--- src/hdl/bhpq_pkg.sv ---
// Shared types, codes and the order compare for the binary heap priority queue.
// Used by the controller, the datapath and the top level; depends on nothing.
package bhpq_pkg;

	localparam logic OP_INSERT  = 1'b0;
	localparam logic OP_EXTRACT = 1'b1;

	localparam logic [1:0] STATUS_OK    = 2'd0;
	localparam logic [1:0] STATUS_FULL  = 2'd1;
	localparam logic [1:0] STATUS_EMPTY = 2'd2;

	localparam logic signed [31:0] EMPTY_VALUE = -32'sd1;

	typedef enum logic [1:0] {
		RES_INSERT  = 2'd0,
		RES_FULL    = 2'd1,
		RES_EMPTY   = 2'd2,
		RES_EXTRACT = 2'd3
	} res_kind_t;

	typedef enum logic [5:0] {
		ST_IDLE   = 6'b000001,
		ST_UP_RD  = 6'b000010,
		ST_UP_CMP = 6'b000100,
		ST_EX_LD  = 6'b001000,
		ST_DN_RD  = 6'b010000,
		ST_DN_CMP = 6'b100000
	} state_t;

	typedef struct packed {
		logic      ins_begin;
		logic      ext_read;
		logic      ext_load;
		logic      rd_parent;
		logic      rd_children;
		logic      move_up;
		logic      move_down;
		logic      place;
		logic      emit;
		res_kind_t kind;
	} bhpq_cmd_t;

	typedef struct packed {
		logic full;
		logic empty;
		logic cnt_one;
		logic pos_zero;
		logic up_beats;
		logic dn_sel;
	} bhpq_stat_t;

	// True when a must sit above b: mode 0 is a max-heap, mode 1 a min-heap.
	function automatic logic bhpq_beats(input logic mode, input logic signed [31:0] a,
			input logic signed [31:0] b);
		return mode ? (a < b) : (a > b);
	endfunction

endpackage

--- src/hdl/bhpq_ctrl.sv ---
// Controller state machine of the binary heap priority queue.
// Depends on bhpq_pkg; drives commands into bhpq_dp and reads its status.
module bhpq_ctrl import bhpq_pkg::*; (
	input  logic       clk,
	input  logic       arst_n,
	input  logic       accept,
	input  logic       op,
	input  bhpq_stat_t stat,
	output bhpq_cmd_t  cmd,
	output logic       busy
);

	state_t state_q, state_d;

	always_ff @(posedge clk or negedge arst_n) begin
		if (!arst_n) begin
			state_q <= ST_IDLE;
		end else begin
			state_q <= state_d;
		end
	end

	always_comb begin
		cmd     = '0;
		state_d = state_q;
		case (state_q)
			ST_IDLE: begin
				if (accept) begin
					if (op == OP_INSERT) begin
						if (stat.full) begin
							cmd.emit = 1'b1;
							cmd.kind = RES_FULL;
						end else begin
							cmd.ins_begin = 1'b1;
							state_d       = ST_UP_RD;
						end
					end else begin
						if (stat.empty) begin
							cmd.emit = 1'b1;
							cmd.kind = RES_EMPTY;
						end else begin
							cmd.ext_read = 1'b1;
							state_d      = ST_EX_LD;
						end
					end
				end
			end
			ST_UP_RD: begin
				if (stat.pos_zero) begin
					cmd.place = 1'b1;
					cmd.emit  = 1'b1;
					cmd.kind  = RES_INSERT;
					state_d   = ST_IDLE;
				end else begin
					cmd.rd_parent = 1'b1;
					state_d       = ST_UP_CMP;
				end
			end
			ST_UP_CMP: begin
				if (stat.up_beats) begin
					cmd.move_up = 1'b1;
					state_d     = ST_UP_RD;
				end else begin
					cmd.place = 1'b1;
					cmd.emit  = 1'b1;
					cmd.kind  = RES_INSERT;
					state_d   = ST_IDLE;
				end
			end
			ST_EX_LD: begin
				cmd.ext_load = 1'b1;
				if (stat.cnt_one) begin
					cmd.emit = 1'b1;
					cmd.kind = RES_EXTRACT;
					state_d  = ST_IDLE;
				end else begin
					state_d = ST_DN_RD;
				end
			end
			ST_DN_RD: begin
				cmd.rd_children = 1'b1;
				state_d         = ST_DN_CMP;
			end
			ST_DN_CMP: begin
				if (stat.dn_sel) begin
					cmd.move_down = 1'b1;
					state_d       = ST_DN_RD;
				end else begin
					cmd.place = 1'b1;
					cmd.emit  = 1'b1;
					cmd.kind  = RES_EXTRACT;
					state_d   = ST_IDLE;
				end
			end
			default: begin
				state_d = ST_IDLE;
			end
		endcase
	end

	assign busy = (state_q != ST_IDLE);

endmodule

--- src/hdl/bhpq_dp.sv ---
// Datapath of the binary heap priority queue: entry memory, fill count, sift registers.
// Depends on bhpq_pkg; executes the commands of bhpq_ctrl and returns status.
module bhpq_dp import bhpq_pkg::*; #(
	parameter int CAPACITY = 64
) (
	input  logic               clk,
	input  logic               arst_n,
	input  logic               order_mode_we,
	input  logic               order_mode_wdata,
	input  logic signed [31:0] value,
	input  bhpq_cmd_t          cmd,
	output bhpq_stat_t         stat,
	output logic               done,
	output logic signed [31:0] root_value,
	output logic [1:0]         status,
	output logic [6:0]         entry_count
);

	localparam int AW = (CAPACITY > 1) ? $clog2(CAPACITY) : 1;
	localparam int CW = $clog2(CAPACITY + 1);
	localparam int PW = AW + 2;

	logic signed [31:0] mem [CAPACITY];

	logic               order_q;
	logic [CW-1:0]      count_q;
	logic [AW-1:0]      pos_q;
	logic signed [31:0] v_q;
	logic signed [31:0] root_q;
	logic signed [31:0] rd_a_q;
	logic signed [31:0] rd_b_q;
	logic               done_q;
	logic signed [31:0] res_value_q;
	logic [1:0]         res_status_q;

	logic [AW-1:0]      parent;
	logic [PW-1:0]      left_w;
	logic [PW-1:0]      right_w;
	logic [PW-1:0]      cnt_w;
	logic               left_ok;
	logic               right_ok;
	logic               left_win;
	logic               right_win;
	logic signed [31:0] best_data;
	logic [AW-1:0]      best_pos;
	logic               rd_en;
	logic [AW-1:0]      addr_a;
	logic [AW-1:0]      addr_b;
	logic               we;
	logic signed [31:0] wdata;
	logic [CW+6:0]      count_ext;

	assign parent    = (pos_q - AW'(1)) >> 1;
	assign left_w    = {1'b0, pos_q, 1'b1};
	assign right_w   = left_w + PW'(1);
	assign cnt_w     = PW'(count_q);
	assign left_ok   = left_w < cnt_w;
	assign right_ok  = right_w < cnt_w;
	assign left_win  = left_ok && bhpq_beats(order_q, rd_a_q, v_q);
	assign right_win = right_ok && bhpq_beats(order_q, rd_b_q, left_win ? rd_a_q : v_q);
	assign best_data = right_win ? rd_b_q : rd_a_q;
	assign best_pos  = right_win ? right_w[AW-1:0] : left_w[AW-1:0];

	assign stat.full     = (count_q == CW'(CAPACITY));
	assign stat.empty    = (count_q == '0);
	assign stat.cnt_one  = (count_q == CW'(1));
	assign stat.pos_zero = (pos_q == '0);
	assign stat.up_beats = bhpq_beats(order_q, v_q, rd_a_q);
	assign stat.dn_sel   = left_win || right_win;

	always_comb begin
		rd_en  = cmd.ext_read || cmd.rd_parent || cmd.rd_children;
		addr_a = '0;
		addr_b = AW'(count_q - CW'(1));
		if (cmd.rd_parent) begin
			addr_a = parent;
		end else if (cmd.rd_children) begin
			addr_a = left_w[AW-1:0];
			addr_b = right_w[AW-1:0];
		end
	end

	assign we    = cmd.move_up || cmd.move_down || cmd.place;
	assign wdata = cmd.move_up ? rd_a_q : (cmd.move_down ? best_data : v_q);

	always_ff @(posedge clk) begin
		if (we) begin
			mem[pos_q] <= wdata;
		end
		if (rd_en) begin
			rd_a_q <= mem[addr_a];
			rd_b_q <= mem[addr_b];
		end
	end

	always_ff @(posedge clk) begin
		if (cmd.ins_begin) begin
			pos_q <= AW'(count_q);
			v_q   <= value;
		end else if (cmd.ext_load) begin
			pos_q  <= '0;
			v_q    <= rd_b_q;
			root_q <= rd_a_q;
		end else if (cmd.move_up) begin
			pos_q <= parent;
		end else if (cmd.move_down) begin
			pos_q <= best_pos;
		end
		if (cmd.emit) begin
			case (cmd.kind)
				RES_INSERT: begin
					res_value_q  <= '0;
					res_status_q <= STATUS_OK;
				end
				RES_FULL: begin
					res_value_q  <= '0;
					res_status_q <= STATUS_FULL;
				end
				RES_EMPTY: begin
					res_value_q  <= EMPTY_VALUE;
					res_status_q <= STATUS_EMPTY;
				end
				RES_EXTRACT: begin
					res_value_q  <= cmd.ext_load ? rd_a_q : root_q;
					res_status_q <= STATUS_OK;
				end
				default: begin
					res_value_q  <= '0;
					res_status_q <= STATUS_OK;
				end
			endcase
		end
	end

	always_ff @(posedge clk or negedge arst_n) begin
		if (!arst_n) begin
			order_q <= 1'b0;
			count_q <= '0;
			done_q  <= 1'b0;
		end else begin
			if (order_mode_we) begin
				order_q <= order_mode_wdata;
			end
			if (cmd.ins_begin) begin
				count_q <= count_q + CW'(1);
			end else if (cmd.ext_load) begin
				count_q <= count_q - CW'(1);
			end
			done_q <= cmd.emit;
		end
	end

	assign count_ext   = {7'b0, count_q};
	assign done        = done_q;
	assign root_value  = res_value_q;
	assign status      = res_status_q;
	assign entry_count = count_ext[6:0];

	a_count_bound: assert property (@(posedge clk) disable iff (!arst_n)
		count_q <= CW'(CAPACITY))
		else $error("fill count above capacity");

	a_full_only_at_capacity: assert property (@(posedge clk) disable iff (!arst_n)
		(cmd.emit && cmd.kind == RES_FULL) |-> stat.full)
		else $error("full status while the heap has room");

	a_down_in_range: assert property (@(posedge clk) disable iff (!arst_n)
		cmd.move_down |-> left_ok)
		else $error("sift-down moved to a child beyond the last entry");

	a_insert_grows: assert property (@(posedge clk) disable iff (!arst_n)
		cmd.ins_begin |=> count_q == $past(count_q) + CW'(1))
		else $error("insert did not advance the fill count");

endmodule

--- src/hdl/binary_heap_priority_queue_unit.sv ---
// Top level of the binary heap priority queue: controller and datapath.
// Depends on bhpq_pkg, bhpq_ctrl and bhpq_dp.
//
// One operation at a time: start is taken when busy is low, and each operation gives
// exactly one word on root_value, status and entry_count, marked by done for a single
// cycle; the receiver cannot stall it. A full insert or an empty extract keeps busy low
// and gives done in the next cycle. Otherwise busy stays high while an insert moves the
// new value up from the end, or an extract takes the root and, unless it was the last
// entry, moves the last entry down from the root; done follows in the next cycle. The
// value moves at most log2 of CAPACITY levels, each with a registered read of the entry
// memory and then a compare and write. The next start may be given in the cycle done is
// high. The user must write order_mode only while idle; the block does not enforce it.
module binary_heap_priority_queue_unit import bhpq_pkg::*; #(
	parameter int CAPACITY = 64
) (
	input  logic               clk,
	input  logic               arst_n,
	input  logic               order_mode_we,
	input  logic               order_mode_wdata,
	input  logic               start,
	output logic               busy,
	input  logic               op,
	input  logic signed [31:0] value,
	output logic               done,
	output logic signed [31:0] root_value,
	output logic [1:0]         status,
	output logic [6:0]         entry_count
);

	bhpq_cmd_t  cmd;
	bhpq_stat_t stat;
	logic       accept;

	assign accept = start && !busy;

	bhpq_ctrl u_ctrl (
		.clk    (clk),
		.arst_n (arst_n),
		.accept (accept),
		.op     (op),
		.stat   (stat),
		.cmd    (cmd),
		.busy   (busy)
	);

	bhpq_dp #(
		.CAPACITY (CAPACITY)
	) u_dp (
		.clk              (clk),
		.arst_n           (arst_n),
		.order_mode_we    (order_mode_we),
		.order_mode_wdata (order_mode_wdata),
		.value            (value),
		.cmd              (cmd),
		.stat             (stat),
		.done             (done),
		.root_value       (root_value),
		.status           (status),
		.entry_count      (entry_count)
	);

endmodule
--- config.mk ---
export PLATFORM = sky130hd
export DESIGN_NAME = binary_heap_priority_queue_unit
export DESIGN_NICKNAME = d
export VERILOG_FILES = /design/src/hdl/bhpq_pkg.sv /design/src/hdl/bhpq_ctrl.sv /design/src/hdl/bhpq_dp.sv /design/src/hdl/binary_heap_priority_queue_unit.sv
export SDC_FILE = /design/constraint.sdc
export NUM_CORES = 2
export LEC_CHECK = 0
export BUFFER_PORTS_ARGS = -buffer_cell sky130_fd_sc_hd__buf_4
export CAP_MARGIN = 15
export CORE_MARGIN = 3
export CORE_UTILIZATION = 40
export CTS_CLUSTER_DIAMETER = 150
export CTS_CLUSTER_SIZE = 40
export DETAILED_ROUTE_END_ITERATION = 16
export PLACE_DENSITY = 0.6
export SLEW_MARGIN = 20
export SYNTH_ARGS = -nofsm -noshare
export SYNTH_HDL_FRONTEND = slang
export SYNTH_HIERARCHICAL = 1
export SYNTH_SLANG_ARGS = --single-unit
--- constraint.sdc ---
create_clock -name clk -period 12.1 [get_ports clk]
set_clock_uncertainty 0.15 [all_clocks]
set_input_delay 0.605 -clock clk [delete_from_list [all_inputs] [get_ports clk]]
set_output_delay 0.605 -clock clk [all_outputs]
set_load 0.03 [all_outputs]
==> impl_metrics.py <==
metrics = {
    "sta": {
        "rsz0062_at_grt": "no",
        "slew_headroom_pct": 13.2,
        "fin_hold_ws_ns": 0.0659,
        "hold_violations": 0,
        "slew_viol_final": 0,
        "max_clock_freq_ghz": 0.105,
        "worst_slack_ns": 2.61,
        "min_period_ns": 9.49,
        "worst_pin_slew_ns": 1.29,
        "fin_tns_setup_ns": 0,
        "min_period_over_period_pct": 78.4,
        "setup_violations": 0,
    },
    "clock_tree": {
        "htree_levels": 3,
        "clkLatencyLatePin_ns": 0.78,
        "max-clock-path-buffers": 3,
        "clockRootBuffer": "clkbuf_16",
        "clk_pin_slew_ns": 0.16,
        "postCtsSetupBuffers": 0,
        "cts.sinks": 2231,
        "cts_tree": "done",
        "numCtsBuffers": 67,
    },
    "finish": {
        "nets": 5700,
        "final_area_um2": 114000,
        "multi_input_area_um2": 37600,
        "syn_to_final_growth_pct": 7.28,
        "final-instance-count-excl-fill": 9116,
        "fillerInstances": 22400,
        "fin_util_pct": 43.2,
        "regArea_um2": 66900,
        "drive_gt1_share_pct": 30.2,
    },
    "global_route": {
        "globalRouteTotalUtil_pct": 23.7,
        "grt_first_pass_wirelength_um": 463000,
        "antenna_found_initial": 21,
        "grt_pass1_vias": 57900,
        "grt_max_degree": 113,
        "grt_overflow": 0,
    },
    "die": {
        "initial_utilization_pct": 40.3,
        "ios": 81,
        "die_area_um2": 271000,
        "row_count": 188,
        "die_y_um": 521,
        "die_w_um": 521,
        "core-area_um2": 263000,
    },
    "synth": {
        "synth.yosys.seq_area_share_pct": 63.1,
        "synth_edf_count": 2216,
        "yosysWarnings": 6,
        "synth-seq-cells": 2231,
        "ys_types": 68,
        "synth_compound_area_share_pct": 4.54,
        "netlist_instances": 5651,
        "syn_area_um2": 106000,
        "yosys-top-cells-area": "edfxtp_1 63%, mux4_2 22%, mux2i_1 2.8%, mux2_2 1.7%, a211oi_1 1.6%",
        "async_flop_share_pct": 0.672,
        "synthSimpleGateAreaFrac_pct": 2.80,
        "synth_xor_area_share_pct": 0.149,
        "post_synth.cell_area_avg_um2": 18.8,
        "synth_top_area_share_pct": 62.7,
        "yosysTopAreaCell": "edfxtp_1",
        "synth_top_family_by_area": "multiplexers",
        "synth_fa_ha_area_share_pct": 0.967,
        "synth_mux_area_share_pct": 26.3,
        "ys.flop_type": "edfxtp_1",
        "synth_nets": 5771,
    },
    "critical_path": {
        "critPathArrivalTime_ns": 9.79,
        "worstSetupPathType": "register to register",
        "start_kind": "register",
        "crit_family": "simple AND/OR/NAND/NOR gates",
        "end_kind": "register",
        "slowest_stage": "mux2i_4",
        "cpPeakStageDelay_ns": 0.91,
        "reg2reg_slack_ns": 2.61,
        "cp_max_fo": 32,
        "crit_required_ns": 12.40,
        "path_cells": "ha_1 -> a21o_1 -> a211oi_1 -> o21ai_0 -> nor3b_1 -> o21ai_1 -> o32ai_1 -> mux2i_4 -> buf_4 -> mux2i_1 -> ha_1 -> a21oi_1 -> nand2_1 -> a221o_1 -> o31ai_1 -> and3_1 -> mux2i_4 -> nand2b_1 -> and3_2 -> or3_1 -> nand2_1 -> nor2_4 -> buf_4",
        "worst-path-buf-inv": 2,
    },
    "placement": {
        "placedCellCount": 9008,
        "routabilityCongestion": 0.905,
        "dp_hpwl_um": 212000,
        "pre_cts_ws_ns": 2.73,
        "port_buffers": 80,
        "place_area_um2": 112000,
    },
    "pwr": {
        "cellLeakagePower_nw": 35.4,
        "irDropWorstVdd_mv": 0.420,
        "total_power_mw": 25.9,
        "power-per-cell-area_nw_per_um2": 228,
    },
    "route": {
        "first_pass_iters": 9,
        "drc": 0,
        "avgViaCountPerCell": 6.61,
        "post_drt_wl_per_cell_um": 35.8,
        "ant_nets": 0,
        "vias": 60300,
        "wl_um": 327000,
        "drtIter0Drc": 9206,
    },
    "min_path": {
        "hold_class": "input pin to register",
    },
    "run_status": {
        "outcome": "finished clean",
    },
    "job": {
        "drv_cap": 0,
    },
}
## synth_stat cells (82+ instances only)
library cell,count
edfxtp_1,2216
mux4_2,1024
mux2i_1,295
clkbuf_1,275
a211oi_1,227
nand2_1,200
mux2_2,164
a21oi_1,156
nor2b_1,136
o211ai_1,132
nor2_1,129
buf_2,107
inv_1,83
ha_1,82
## worst paths after layout
| kind | start | end | cells after the start |
|---|---|---|---|
| worst max-delay path | u_dp/v_q[14]$_DFFE_PP_ | u_dp/mem[8][24]$_DFFE_PP_ | 23 |
| worst min-delay path | value[23] | u_dp/v_q[23]$_DFFE_PP_ | 3 |
| worst max register to register | u_dp/v_q[14]$_DFFE_PP_ | u_dp/mem[8][24]$_DFFE_PP_ | 23 |
| worst min register to register | u_dp/root_q[16]$_DFFE_PN_ | u_dp/root_q[16]$_DFFE_PN_ | 1 |
| max in group asynchronous | arst_n | u_ctrl/state_q[0]$_DFFE_PN1P_ | 2 |
| min in group asynchronous | arst_n | u_ctrl/state_q[1]$_DFFE_PN0P_ | 2 |
## what timing repair did
item                                   4_1_cts  5_1_grt
endpoints found under the hold margin       29        0
gates resized for setup                      0        0
hold buffers                                15        0
## worst min-delay path, cell delays in order
cell,delay (ns)
buf_4,0.15
nand2_1,0.07
o21ai_0,0.07
## power breakdown
part | internal (mW) | switching, mW | leakage, nW
logic | 5.11 | 7.99 | 14.3
clock network | 1.10 | 2.25 | 0.933
registers | 9.28 | 0.191 | 20.1
## cells by family (layout without fill, tap and decap cells)
group | Yosys count | count (layout)
buffers and inverters | 527 | 470
AOI/OAI and AO/OA | 707 | 707
adders and majority gates | 82 | 82
xor gates and xnor gates | 18 | 18
and+or+nand+nor | 602 | 602
DFF | 2231 | 2231
other | 0 | 7
muxes | 1484 | 1484
## flip-flops by register name (all words and copies together) (netlist names)
signal / cells
u_ctrl/state_q: 6
u_dp/done: 1
u_dp/entry_count: 7
u_dp/mem: 2048
u_dp/order_q: 1
u_dp/pos_q: 6
u_dp/rd_a_q: 32
u_dp/rd_b_q: 32
u_dp/root_q: 32
u_dp/root_value: 32
u_dp/status: 2
u_dp/v_q: 32
## final cells by class
cell class | instances | area share (%)
Timing Repair Buffer | 303 | 2.33
Multi-Input combinational cell | 2893 | 33.0
Antenna cell | 7 | 0.0154
Inverter | 84 | 0.277
Tap cell | 3515 | 3.86
Clock inverter | 7 | 0.0967
Clock buffer | 76 | 1.58
Sequential cell | 2231 | 58.8
## placed cells by master (no fill, tap or decap), types with 28 or more instances in the layout
cell type,count
nand4_1,48
o211ai_1,132
o22a_2,28
nand2_1,199
mux4_2,1024
edfxtp_1,2216
ha_1,82
inv_1,83
a211oi_1,222
a21oi_1,153
buf_4,262
mux2_2,164
clkbuf_16,71
nor2b_1,136
o21ai_0,48
nor2_1,63
nor2_4,67
mux2i_1,292
o21a_1,34
a31oi_1,33
## per-layer routing
layer,vias to the layer above,share of wire [%],global-route usage (%)
li1,23600,-,-
met3,342,12,6.28
met5,-,0.017,0
met1,32400,41,34.9
met4,8,2.3,5.01
met2,3854,45,35.5
Power figures use the tool's default switching activity.
